### config.mk
export PLATFORM = sky130hd
export DESIGN_NAME = wheel_angle_velocity_estimator
export DESIGN_NICKNAME = d
export VERILOG_FILES = /design/src/hdl/wave_pkg.sv /design/src/hdl/wave_cfg.sv /design/src/hdl/wave_div.sv /design/src/hdl/wheel_angle_velocity_estimator.sv
export VERILOG_INCLUDE_DIRS = /design/src /design/src/hdl
export SDC_FILE = /design/constraint.sdc
export NUM_CORES = 2
export LEC_CHECK = 0
export BUFFER_PORTS_ARGS = -buffer_cell sky130_fd_sc_hd__buf_2
export CORE_UTILIZATION = 69
export CTS_CLUSTER_SIZE = 8
export DETAILED_ROUTE_END_ITERATION = 8
export PLACE_DENSITY = 0.86
export REMOVE_ABC_BUFFERS = 1
export SKIP_CTS_REPAIR_TIMING = 1
export SLEW_MARGIN = 20
export SYNTH_ARGS = -nofsm -noshare
export SYNTH_HDL_FRONTEND = slang
export SYNTH_SLANG_ARGS = --single-unit
### constraint.sdc
create_clock -name clk -period 15 [get_ports clk]
set_clock_uncertainty 0.15 [all_clocks]
set_input_delay 1.5 -clock clk [delete_from_list [all_inputs] [get_ports clk]]
set_output_delay 1.5 -clock clk [all_outputs]
set_load 0.05 [all_outputs]
### src/hdl/wheel_angle_velocity_estimator_assert.svh
// Assertion macros shared by the estimator's RTL files.
// IMP checks a same-cycle implication and NXT a next-cycle one.
`ifndef WHEEL_ANGLE_VELOCITY_ESTIMATOR_ASSERT_SVH
`define WHEEL_ANGLE_VELOCITY_ESTIMATOR_ASSERT_SVH
`ifndef SYNTHESIS
`define WAVE_ASSERT_IMP(lbl, clk, rst_n, ante, cons, msg) \
	lbl: assert property (@(posedge clk) disable iff (!rst_n) (ante) |-> (cons)) \
		else $error(msg);
`define WAVE_ASSERT_NXT(lbl, clk, rst_n, ante, cons, msg) \
	lbl: assert property (@(posedge clk) disable iff (!rst_n) (ante) |=> (cons)) \
		else $error(msg);
`else
`define WAVE_ASSERT_IMP(lbl, clk, rst_n, ante, cons, msg)
`define WAVE_ASSERT_NXT(lbl, clk, rst_n, ante, cons, msg)
`endif
`endif

### src/hdl/wave_pkg.sv
package wave_pkg;

	// field widths
	localparam int RAW_W      = 17;
	localparam int TS_W       = 32;
	localparam int ANGLE_W    = 20;
	localparam int VEL_W      = 32;
	localparam int RANGE_W    = 12;
	localparam int TAU_W      = 20;
	localparam int CFG_IDX_W  = 2;
	localparam int CFG_DATA_W = 20;

	// default fixed-point formats
	localparam int ANGLE_FRAC_BITS_DEF    = 8;
	localparam int VELOCITY_FRAC_BITS_DEF = 4;

	// register indexes
	localparam logic [CFG_IDX_W-1:0] REG_AXIS_MIN  = 2'd0;
	localparam logic [CFG_IDX_W-1:0] REG_AXIS_MAX  = 2'd1;
	localparam logic [CFG_IDX_W-1:0] REG_RANGE_DEG = 2'd2;
	localparam logic [CFG_IDX_W-1:0] REG_TAU_US    = 2'd3;

	// register reset values
	localparam logic signed [RAW_W-1:0] AXIS_MIN_RST  = 17'sd0;
	localparam logic signed [RAW_W-1:0] AXIS_MAX_RST  = 17'sd65535;
	localparam logic [RANGE_W-1:0]      RANGE_DEF     = 12'd1080;
	localparam logic [TAU_W-1:0]        TAU_RST       = 20'd20000;

	// arithmetic constants
	localparam int                      MUL_A_W  = 33;
	localparam int                      MUL_B_W  = 21;
	localparam int                      PROD_W   = MUL_A_W + MUL_B_W;
	localparam logic signed [MUL_B_W-1:0] US_PER_S = 21'sd1000000;
	localparam int                      A_FRAC   = 16;
	localparam logic signed [VEL_W-1:0] VEL_MAX  = 32'sh7FFF_FFFF;
	localparam logic signed [VEL_W-1:0] VEL_MIN  = 32'sh8000_0000;
	localparam logic signed [ANGLE_W-1:0] ANGLE_MAX = 20'sh7FFFF;
	localparam logic signed [ANGLE_W-1:0] ANGLE_MIN = 20'sh80000;

	// shared divider: quotient bits per division
	localparam int QUOT_W = 32;
	localparam int CNT_W  = 6;
	localparam int QA_W   = 20;
	localparam int QV_W   = 32;
	localparam int QK_W   = 17;

	typedef struct packed {
		logic signed [RAW_W-1:0] axis_min;
		logic signed [RAW_W-1:0] axis_max;
		logic [RANGE_W-1:0]      range_eff;
		logic [TAU_W-1:0]        tau_us;
	} cfg_t;

	typedef struct packed {
		logic             start;
		logic [CNT_W-1:0] count;
	} div_req_t;

	typedef struct packed {
		logic done;
		logic ovf;
	} div_sts_t;

endpackage

### src/hdl/wave_cfg.sv
module wave_cfg (
	input  logic                            clk,
	input  logic                            arst_n,
	input  logic                            cfg_we,
	input  logic [wave_pkg::CFG_IDX_W-1:0]  cfg_index,
	input  logic [wave_pkg::CFG_DATA_W-1:0] cfg_data,
	output wave_pkg::cfg_t                  cfg
);
	import wave_pkg::*;

	logic signed [RAW_W-1:0] axis_min_q;
	logic signed [RAW_W-1:0] axis_max_q;
	logic [RANGE_W-1:0]      range_q;
	logic [TAU_W-1:0]        tau_q;

	always_ff @(posedge clk or negedge arst_n) begin
		if (!arst_n) begin
			axis_min_q <= AXIS_MIN_RST;
			axis_max_q <= AXIS_MAX_RST;
			range_q    <= RANGE_DEF;
			tau_q      <= TAU_RST;
		end else if (cfg_we) begin
			unique case (cfg_index)
				REG_AXIS_MIN:  axis_min_q <= cfg_data[RAW_W-1:0];
				REG_AXIS_MAX:  axis_max_q <= cfg_data[RAW_W-1:0];
				REG_RANGE_DEG: range_q    <= cfg_data[RANGE_W-1:0];
				REG_TAU_US:    tau_q      <= cfg_data[TAU_W-1:0];
				default: ;
			endcase
		end
	end

	// zero range falls back to the default
	assign cfg.axis_min  = axis_min_q;
	assign cfg.axis_max  = axis_max_q;
	assign cfg.range_eff = (range_q == '0) ? RANGE_DEF : range_q;
	assign cfg.tau_us    = tau_q;

endmodule

### src/hdl/wave_div.sv
`include "wheel_angle_velocity_estimator_assert.svh"
module wave_div #(
	parameter int DVD_W = 61,
	parameter int DVS_W = 41
) (
	input  logic                         clk,
	input  logic                         arst_n,
	input  wave_pkg::div_req_t           req,
	input  logic [DVD_W-1:0]             hi,
	input  logic [wave_pkg::QUOT_W-1:0]  lo,
	input  logic [DVS_W-1:0]             den,
	output wave_pkg::div_sts_t           sts,
	output logic [wave_pkg::QUOT_W-1:0]  quot
);
	import wave_pkg::*;

	logic             busy_q;
	logic             done_q;
	logic             ovf_q;
	logic [CNT_W-1:0] cnt_q;
	logic [DVS_W-1:0] rem_q;
	logic [DVS_W-1:0] den_q;
	logic [QUOT_W-1:0] lo_q;
	logic [QUOT_W-1:0] quot_q;

	logic [DVS_W:0] trial;
	logic           fits;
	logic [DVS_W:0] diff;

	// one restoring step: bring down the next dividend bit, subtract if it fits
	assign trial = {rem_q, lo_q[QUOT_W-1]};
	assign fits  = trial >= {1'b0, den_q};
	assign diff  = trial - {1'b0, den_q};

	always_ff @(posedge clk or negedge arst_n) begin
		if (!arst_n) begin
			busy_q <= 1'b0;
			done_q <= 1'b0;
			ovf_q  <= 1'b0;
			cnt_q  <= '0;
		end else begin
			done_q <= 1'b0;
			if (req.start) begin
				den_q  <= den;
				quot_q <= '0;
				lo_q   <= lo;
				cnt_q  <= req.count;
				if (hi >= DVD_W'(den)) begin
					ovf_q  <= 1'b1;
					done_q <= 1'b1;
				end else begin
					ovf_q  <= 1'b0;
					busy_q <= 1'b1;
					rem_q  <= hi[DVS_W-1:0];
				end
			end else if (busy_q) begin
				rem_q  <= fits ? diff[DVS_W-1:0] : trial[DVS_W-1:0];
				quot_q <= {quot_q[QUOT_W-2:0], fits};
				lo_q   <= lo_q << 1;
				cnt_q  <= cnt_q - 1'b1;
				if (cnt_q == CNT_W'(1)) begin
					busy_q <= 1'b0;
					done_q <= 1'b1;
				end
			end
		end
	end

	assign sts.done = done_q;
	assign sts.ovf  = ovf_q;
	assign quot     = quot_q;

	`WAVE_ASSERT_IMP(a_no_restart, clk, arst_n, req.start, !busy_q, "divider restarted while busy")
	`WAVE_ASSERT_IMP(a_rem_below_den, clk, arst_n, busy_q, rem_q < den_q, "remainder reached divisor")
	`WAVE_ASSERT_NXT(a_done_pulse, clk, arst_n, done_q, !done_q, "done held for two cycles")

endmodule

### src/hdl/wheel_angle_velocity_estimator.sv
// Channel   Handshake                 Payload
// cfg       cfg_we                    cfg_index, cfg_data
// in        in_valid / in_ready       raw_position, timestamp_us
// out       out_valid / out_ready     angle_q8, velocity_q4, velocity_valid
//
// One item at a time; in_ready is high only in idle. Each item runs divisions of 20, 32 and
// 17 steps on the shared restoring divider. The first sample or a repeated timestamp skips
// the last two divisions; an empty or inverted span skips the angle division. A stalled
// result holds the next item in its last state.
// Reset clears the state and restores register defaults.
`include "wheel_angle_velocity_estimator_assert.svh"
module wheel_angle_velocity_estimator #(
	parameter int ANGLE_FRAC_BITS    = wave_pkg::ANGLE_FRAC_BITS_DEF,
	parameter int VELOCITY_FRAC_BITS = wave_pkg::VELOCITY_FRAC_BITS_DEF
) (
	input  logic                                clk,
	input  logic                                arst_n,
	input  logic                                cfg_we,
	input  logic [wave_pkg::CFG_IDX_W-1:0]      cfg_index,
	input  logic [wave_pkg::CFG_DATA_W-1:0]     cfg_data,
	input  logic                                in_valid,
	output logic                                in_ready,
	input  logic signed [wave_pkg::RAW_W-1:0]   raw_position,
	input  logic [wave_pkg::TS_W-1:0]           timestamp_us,
	output logic                                out_valid,
	input  logic                                out_ready,
	output logic signed [wave_pkg::ANGLE_W-1:0] angle_q8,
	output logic signed [wave_pkg::VEL_W-1:0]   velocity_q4,
	output logic                                velocity_valid
);
	import wave_pkg::*;

	// divider widths cover the largest angle, velocity and smoothing operands
	localparam int DVD_W = 49 + ANGLE_FRAC_BITS + VELOCITY_FRAC_BITS;
	localparam int DVS_W = 33 + ANGLE_FRAC_BITS;
	localparam int SPAN_W = RAW_W + 1;
	localparam int DIFF_W = ANGLE_W + 1;
	localparam int NV_W   = VEL_W + 4;

	typedef enum logic [4:0] {
		S_IDLE, S_PREP, S_AMUL, S_APREP, S_ADIV, S_AWAIT,
		S_VSTART, S_VMUL, S_VPREP, S_VDIV, S_VWAIT,
		S_KPREP, S_KDIV, S_KWAIT, S_SMUL, S_SUPD, S_OUT
	} state_t;

	state_t state_q;

	cfg_t     cfg;
	div_req_t div_req;
	div_sts_t div_sts;
	logic [QUOT_W-1:0] div_quot;

	// item and working registers
	logic signed [RAW_W-1:0]   raw_q;
	logic [TS_W-1:0]           ts_q;
	logic [TS_W-1:0]           dt_q;
	logic [SPAN_W-1:0]         span_q;
	logic                      sign_q;
	logic signed [ANGLE_W-1:0] angle_q;
	logic signed [VEL_W-1:0]   dv_q;
	logic signed [MUL_A_W-1:0] mul_a_q;
	logic signed [MUL_B_W-1:0] mul_b_q;
	logic signed [PROD_W-1:0]  prod_q;
	logic [DVD_W-1:0]          div_hi_q;
	logic [QUOT_W-1:0]         div_lo_q;
	logic [DVS_W-1:0]          div_den_q;
	logic [CNT_W-1:0]          div_cnt_q;

	// carried state
	logic signed [ANGLE_W-1:0] prev_angle_q;
	logic signed [VEL_W-1:0]   vel_q;
	logic [TS_W-1:0]           last_ts_q;
	logic                      have_prev_q;

	// result register
	logic                      out_valid_q;
	logic signed [ANGLE_W-1:0] out_angle_q;
	logic signed [VEL_W-1:0]   out_vel_q;
	logic                      out_vvalid_q;

	// combinational helpers
	logic signed [SPAN_W-1:0]  span_c;
	logic signed [SPAN_W-1:0]  rel_c;
	logic signed [ANGLE_W-1:0] twice_c;
	logic signed [PROD_W-1:0]  prod_c;
	logic [PROD_W-1:0]         prod_mag_c;
	logic [DVD_W-1:0]          amag_c;
	logic [DVD_W-1:0]          vmag_c;
	logic [TS_W:0]             total_c;
	logic [DVD_W-1:0]          kdvd_c;
	logic [TS_W-1:0]           dt_c;
	logic signed [DIFF_W-1:0]  adiff_c;
	logic [PROD_W-1:0]         rnd_c;
	logic signed [NV_W-1:0]    nv_c;
	logic                      out_free;

	wave_cfg u_cfg (
		.clk       (clk),
		.arst_n    (arst_n),
		.cfg_we    (cfg_we),
		.cfg_index (cfg_index),
		.cfg_data  (cfg_data),
		.cfg       (cfg)
	);

	wave_div #(
		.DVD_W (DVD_W),
		.DVS_W (DVS_W)
	) u_div (
		.clk    (clk),
		.arst_n (arst_n),
		.req    (div_req),
		.hi     (div_hi_q),
		.lo     (div_lo_q),
		.den    (div_den_q),
		.sts    (div_sts),
		.quot   (div_quot)
	);

	// start the divider from the three launch states; operands are staged
	assign div_req.start = (state_q == S_ADIV) || (state_q == S_VDIV) || (state_q == S_KDIV);
	assign div_req.count = div_cnt_q;

	// offset of the sample from the span center, doubled to keep half steps exact
	assign span_c  = SPAN_W'(cfg.axis_max) - SPAN_W'(cfg.axis_min);
	assign rel_c   = SPAN_W'(raw_q) - SPAN_W'(cfg.axis_min);
	assign twice_c = (ANGLE_W'(rel_c) <<< 1) - ANGLE_W'(span_c);

	// the one multiplier, fed from registered operands
	assign prod_c     = mul_a_q * mul_b_q;
	assign prod_mag_c = prod_q[PROD_W-1] ? PROD_W'(-prod_q) : PROD_W'(prod_q);

	// rounding adds half the divisor before dividing magnitudes
	assign amag_c = (DVD_W'(prod_mag_c) << ANGLE_FRAC_BITS) + DVD_W'(span_q);
	assign vmag_c = (DVD_W'(prod_mag_c) << VELOCITY_FRAC_BITS)
		+ (DVD_W'(dt_q) << (ANGLE_FRAC_BITS - 1));
	assign total_c = (TS_W + 1)'(dt_q) + (TS_W + 1)'(cfg.tau_us);
	assign kdvd_c  = (DVD_W'(dt_q) << A_FRAC) + DVD_W'(total_c >> 1);

	assign dt_c    = ts_q - last_ts_q;
	assign adiff_c = DIFF_W'(angle_q) - DIFF_W'(prev_angle_q);

	// smoothing step: round (dv - v) * a / 2^16 away from zero
	assign rnd_c = (prod_mag_c + (PROD_W'(1) << (A_FRAC - 1))) >> A_FRAC;
	assign nv_c  = prod_q[PROD_W-1] ? NV_W'(vel_q) - NV_W'(rnd_c) : NV_W'(vel_q) + NV_W'(rnd_c);

	assign out_free = !out_valid_q || out_ready;

	always_ff @(posedge clk or negedge arst_n) begin
		if (!arst_n) begin
			state_q      <= S_IDLE;
			prev_angle_q <= '0;
			vel_q        <= '0;
			last_ts_q    <= '0;
			have_prev_q  <= 1'b0;
			out_valid_q  <= 1'b0;
		end else begin
			// drop the result once taken, unless the next one replaces it
			if (out_valid_q && out_ready && state_q != S_OUT) begin
				out_valid_q <= 1'b0;
			end
			unique case (state_q)
				S_IDLE: begin
					if (in_valid) begin
						raw_q   <= raw_position;
						ts_q    <= timestamp_us;
						state_q <= S_PREP;
					end
				end
				S_PREP: begin
					span_q  <= span_c;
					mul_a_q <= MUL_A_W'(twice_c);
					mul_b_q <= MUL_B_W'(cfg.range_eff);
					if (span_c[SPAN_W-1] || span_c == '0) begin
						// empty or inverted span: angle is zero
						angle_q <= '0;
						state_q <= S_VSTART;
					end else begin
						state_q <= S_AMUL;
					end
				end
				S_AMUL: begin
					prod_q  <= prod_c;
					state_q <= S_APREP;
				end
				S_APREP: begin
					sign_q    <= prod_q[PROD_W-1];
					div_hi_q  <= amag_c >> QA_W;
					div_lo_q  <= QUOT_W'(amag_c[QA_W-1:0]) << (QUOT_W - QA_W);
					div_den_q <= DVS_W'(span_q) << 1;
					div_cnt_q <= CNT_W'(QA_W);
					state_q   <= S_ADIV;
				end
				S_ADIV: begin
					state_q <= S_AWAIT;
				end
				S_AWAIT: begin
					if (div_sts.done) begin
						// saturate to the angle range, then apply the sign
						if (!sign_q) begin
							angle_q <= (div_sts.ovf || div_quot > QUOT_W'(ANGLE_MAX))
								? ANGLE_MAX : ANGLE_W'(div_quot);
						end else begin
							angle_q <= (div_sts.ovf || div_quot > QUOT_W'(unsigned'(ANGLE_MIN)))
								? ANGLE_MIN : ANGLE_W'(-div_quot);
						end
						state_q <= S_VSTART;
					end
				end
				S_VSTART: begin
					dt_q    <= dt_c;
					mul_a_q <= MUL_A_W'(adiff_c);
					mul_b_q <= US_PER_S;
					// hold the velocity on the first sample or a repeated timestamp
					if (!have_prev_q || dt_c == '0) begin
						state_q <= S_OUT;
					end else begin
						state_q <= S_VMUL;
					end
				end
				S_VMUL: begin
					prod_q  <= prod_c;
					state_q <= S_VPREP;
				end
				S_VPREP: begin
					sign_q    <= prod_q[PROD_W-1];
					div_hi_q  <= vmag_c >> QV_W;
					div_lo_q  <= QUOT_W'(vmag_c[QV_W-1:0]) << (QUOT_W - QV_W);
					div_den_q <= DVS_W'(dt_q) << ANGLE_FRAC_BITS;
					div_cnt_q <= CNT_W'(QV_W);
					state_q   <= S_VDIV;
				end
				S_VDIV: begin
					state_q <= S_VWAIT;
				end
				S_VWAIT: begin
					if (div_sts.done) begin
						if (!sign_q) begin
							dv_q <= (div_sts.ovf || div_quot[QUOT_W-1]) ? VEL_MAX : VEL_W'(div_quot);
						end else begin
							dv_q <= (div_sts.ovf || div_quot > QUOT_W'(unsigned'(VEL_MIN)))
								? VEL_MIN : VEL_W'(-div_quot);
						end
						state_q <= S_KPREP;
					end
				end
				S_KPREP: begin
					// smoothing factor a = dt / (dt + tau) in Q16
					div_hi_q  <= kdvd_c >> QK_W;
					div_lo_q  <= QUOT_W'(kdvd_c[QK_W-1:0]) << (QUOT_W - QK_W);
					div_den_q <= DVS_W'(total_c);
					div_cnt_q <= CNT_W'(QK_W);
					state_q   <= S_KDIV;
				end
				S_KDIV: begin
					state_q <= S_KWAIT;
				end
				S_KWAIT: begin
					if (div_sts.done) begin
						mul_a_q <= MUL_A_W'(dv_q) - MUL_A_W'(vel_q);
						mul_b_q <= MUL_B_W'(div_quot[QK_W-1:0]);
						state_q <= S_SMUL;
					end
				end
				S_SMUL: begin
					prod_q  <= prod_c;
					state_q <= S_SUPD;
				end
				S_SUPD: begin
					if (nv_c > NV_W'(VEL_MAX)) begin
						vel_q <= VEL_MAX;
					end else if (nv_c < NV_W'(VEL_MIN)) begin
						vel_q <= VEL_MIN;
					end else begin
						vel_q <= VEL_W'(nv_c);
					end
					state_q <= S_OUT;
				end
				S_OUT: begin
					// advance only when the result register is free
					if (out_free) begin
						out_valid_q  <= 1'b1;
						out_angle_q  <= angle_q;
						out_vel_q    <= vel_q;
						out_vvalid_q <= have_prev_q;
						prev_angle_q <= angle_q;
						last_ts_q    <= ts_q;
						have_prev_q  <= 1'b1;
						state_q      <= S_IDLE;
					end
				end
				default: state_q <= S_IDLE;
			endcase
		end
	end

	assign in_ready       = (state_q == S_IDLE);
	assign out_valid      = out_valid_q;
	assign angle_q8       = out_angle_q;
	assign velocity_q4    = out_vel_q;
	assign velocity_valid = out_vvalid_q;

	`WAVE_ASSERT_IMP(a_done_when_waiting, clk, arst_n, div_sts.done, state_q == S_AWAIT || state_q == S_VWAIT || state_q == S_KWAIT, "divider finished outside a wait state")
	`WAVE_ASSERT_IMP(a_dt_nonzero, clk, arst_n, state_q == S_VDIV, dt_q != '0, "velocity division with zero dt")
	`WAVE_ASSERT_IMP(a_first_vel_zero, clk, arst_n, out_valid_q && !out_vvalid_q, out_vel_q == '0, "velocity nonzero before a previous sample")

endmodule

==> summary.md <==
| Metric | Value |
|---|---|
| Syn. warnings | `0` |
| Post-route non-filler standard cell count | `8,747` |
| CTS H-tree depth | `3` |
| Cell types with the highest counts after synthesis | `967 x sky130_fd_sc_hd__inv_1, 778 x sky130_fd_sc_hd__nand2_1, 664 x sky130_fd_sc_hd__fa_1` |
| Routed via count divided by cell count | `6.49` |
| Mean post-synth cell area | `roughly 9.7 µm²` |
| Initial antenna violation count | `9` |
| Standard cell core area | `101,000 µm²` |
| Worst setup SP type | `register` |
| Share of the clock period used by the worst path after layout | `68.3%` |
| Fin. max-slew vios | `0` |
| CTS clk-pin slew, worst paths | `0.06 ns` |
| Number of maximum-capacitance violations | `0` |
| Pin count of the biggest net entering global routing | `78` |
| Wire length of the first global-routing pass | `331 mm` |
| CP Data Required Time | `15.43 ns` |
| Number of logic stages on the critical path including buffering | `27` |
| Most area-consuming cells after synthesis | `sky130_fd_sc_hd__edfxtp_1 24%, sky130_fd_sc_hd__fa_1 19%, sky130_fd_sc_hd__ha_1 8.4%` |
| Number of global-route vias before repair | `57,436` |
| Area fraction of the dominant cell type after synthesis | `around a quarter` |
| Cell type with the highest aggregate area in the netlist | `sky130_fd_sc_hd__edfxtp_1` |
| Drt drc | `0` |
| Placer congestion estimate | `about 1.1` |
| Standard-cell rows | `116` |
| Area added between synthesis and finish | `7.19%` |
| Terminus of the critical flop-to-flop path | `vel_q[7]` |
| Maximum buffer depth of the clock tree | `3` |
| Sequential fraction of the synthesis area | `30.0%` |
| Placed inst area | `slightly above 70,000 µm²` |
| Floorplan die height | `around 320 µm` |
| Summed negative setup slack over all endpoints | `0 ns` |
| Area of all placed cells without fillers | `~75,000 µm²` |
| Routed wire length per instance | `24.7 µm` |
| Number of nets at the end of the flow | `around 8,500` |
| Wire length after detailed routing | `216 mm` |
| Crit path max-delay cell type | `sky130_fd_sc_hd__or4_1` |
| Area enclosed by the die boundary | `103,000 µm²` |
| Number of cells on the worst reg-to-reg path | `27` |
| TritonCTS clock tree | `done` |
| Hold Path Cell Cnt | `0` |
| Num ports | `131` |
| Count of flip-flops with a built-in enable after synthesis | `564` |
| Crit. End Element | `register` |
| HP Class | `register to register` |
| Count of endpoints failing hold in the final timing report | `0` |
| Root Buffer | `sky130_fd_sc_hd__clkbuf_16` |
| Latest clock arrival within the worst-skew pair | `between 0.7 and 0.8 ns` |
| Cell with the most instances after synthesis | `sky130_fd_sc_hd__inv_1` |
| Run status | `completed` |
| Buffers plus inverters on the worst setup path | `1` |
| Share of final-layout standard cells stronger than drive strength 1 | `7.26%` |
| Violation count after the first detailed-route iteration | `approximately 6,700` |
| Signal arrival time at the worst endpoint | `about 11 ns` |
| Detailed-route via count | `around 57,000` |
| Max-slew headroom at the worst pin | `27.0%` |
| End point of the most critical hold path | `u_div.den_q[35]` |
| Proportion of register bits with asynchronous set or reset after synthesis | `22.7%` |
| Estimated wirelength of the detail-placed design | `164 mm` |
| Setup-violating endpoint count in the final report | `0` |
| Seq cells post-synth | `730` |
| Worst Path Max Fanout | `31` |
| Initial core utilization | `between 60% and 70%` |
| Hold path startpoint | `div_den_q[35]` |
| Actual transition at the worst max-transition pin | `around 1.1 ns` |
| CTS buffer count | `102` |
| Horizontal die dimension | `321 µm` |
| Antenna-violating nets left | `0` |
| Flip-flop cell with the highest count after synthesis | `sky130_fd_sc_hd__edfxtp_1` |
| Top delay family on crit path | `simple AND/OR/NAND/NOR gates` |
| Fin crit period | `10.25 ns` |
| Worst Hold Margin | `0.295 ns` |
| Total global-route track usage | `42.2%` |
| Setup repair after global routing missed its margin | `no` |
| Count of buffers inserted at the top-level ports | `130` |
| Pre-Repair DR Iteration Count | `8` |
| Number of library cell types mapped by synthesis | `95` |
| Kind of critical path | `register to register` |
| Total standard cell area after synthesis | `between 70,000 and 80,000 µm²` |
| Instance count after placement with tap cells included | `8,571` |
| Number of cells produced by synthesis | `about 7,300` |
| Delay of the slowest critical-path stage | `0.81 ns` |
| Launching point of the worst reg2reg path | `prod_q[8]` |
| F_max | `around 0.098 GHz` |
| Clock sinks | `730` |
| Overflow left after global routing | `0` |
| Internal reg-to-reg setup slack | `~4.7 ns` |
worst max path at each step:
| stage | start | end |
|---|---|---|
| global route | prod_q[7] | vel_q[27] |
| CTS | prod_q[8] | vel_q[20] |
| global placement | prod_q[8] | vel_q[3] |
| detailed placement | prod_q[8] | vel_q[27] |
| finish | prod_q[8] | vel_q[7] |
| floorplan | state_q[0] | u_div.rem_q[0] |
final cells by class:
type                    count  area [µm²]
diodes                      3        7.51
clock buffers             164        2810
clock inverters             9         185
fillers                  6865       25200
inverters                 972        3650
multi-input cells        5305       44700
flip-flops and latches    730       21100
well taps                1357        1700
repair buffers            207        1240
state kept, by name, summed over array words and instances (netlist names), 32 cells and up:
signal       flops
div_hi_q        41
prod_q          54
div_den_q       40
u_div.rem_q     41
u_div.den_q     40
ts_q            32
velocity_q4     32
mul_a_q         33
last_ts_q       32
u_div.quot      32
vel_q           32
dv_q            32
dt_q            32
cells in the final DEF, fill, tap and decap left out, types with 163 or more instances in the layout:
cell	instances
sky130_fd_sc_hd__o21ai_0	306
sky130_fd_sc_hd__xnor2_1	304
sky130_fd_sc_hd__nand2_1	778
sky130_fd_sc_hd__edfxtp_1	564
sky130_fd_sc_hd__a21oi_1	346
sky130_fd_sc_hd__nor2_1	409
sky130_fd_sc_hd__fa_1	664
sky130_fd_sc_hd__and2_1	267
sky130_fd_sc_hd__ha_1	470
sky130_fd_sc_hd__xor2_1	163
sky130_fd_sc_hd__inv_1	967
worst register-to-register path: stages (launching register included):
cell and delay, ns:
sky130_fd_sc_hd__edfxtp_1 0.44, sky130_fd_sc_hd__nor4_2 0.74, sky130_fd_sc_hd__nand3_1 0.32, sky130_fd_sc_hd__o41ai_1 0.39, sky130_fd_sc_hd__xnor2_1 0.28, sky130_fd_sc_hd__ha_1 0.39
sky130_fd_sc_hd__o221ai_2 0.28, sky130_fd_sc_hd__or4_1 0.81, sky130_fd_sc_hd__nor4b_1 0.44, sky130_fd_sc_hd__xnor2_1 0.22, sky130_fd_sc_hd__a211oi_1 0.60, sky130_fd_sc_hd__nand4_1 0.21
sky130_fd_sc_hd__or3_1 0.45, sky130_fd_sc_hd__nor4_1 0.58, sky130_fd_sc_hd__nor2_1 0.11, sky130_fd_sc_hd__xnor2_1 0.32, sky130_fd_sc_hd__ha_1 0.36, sky130_fd_sc_hd__a211o_1 0.34
sky130_fd_sc_hd__or3_1 0.36, sky130_fd_sc_hd__o211ai_1 0.29, sky130_fd_sc_hd__nand4_1 0.13, sky130_fd_sc_hd__o2111a_1 0.18, sky130_fd_sc_hd__nor4_1 0.77, sky130_fd_sc_hd__nor4_1 0.13
sky130_fd_sc_hd__nor3_1 0.20, sky130_fd_sc_hd__nand3_1 0.11, sky130_fd_sc_hd__buf_4 0.26, sky130_fd_sc_hd__o311ai_1 0.32
cell families after synthesis:
logic type | synth area share (%)
multiplexers | 2.23
buffers and inverters | 6.69
AND/OR/NAND/NOR | 15.0
AO/OA/AOI/OAI | 12.9
flip-flops | 30.0
adder cells (fa/ha/maj) | 27.3
XOR/XNOR | 5.84
metal layers:
layer  part of all wire [%]  up-vias  global-route usage [%]  routed length [µm]
met4                    7.0        4                    24.7               15200
met2                     44     3357                    64.8               95300
met3                     10      782                    8.62               22400
met1                     38    27702                    55.8               82900
met5                  0.011        -                       0                  23
li1                       -    24900                       -                   -
per-stage QoR:
step | setup WS, ns | utilization [%]
floorplan | 3.36 | -
global placement | 4.81 | 71.9
detailed placement | 5.01 | 71.9
finish | 4.75 | 74.9
CTS | 4.89 | 74.9
global route | 4.02 | 74.9
Power is left out: the tool's default activity adds up to more than one toggle a clock period on the data nets, which glitch-free logic cannot reach.
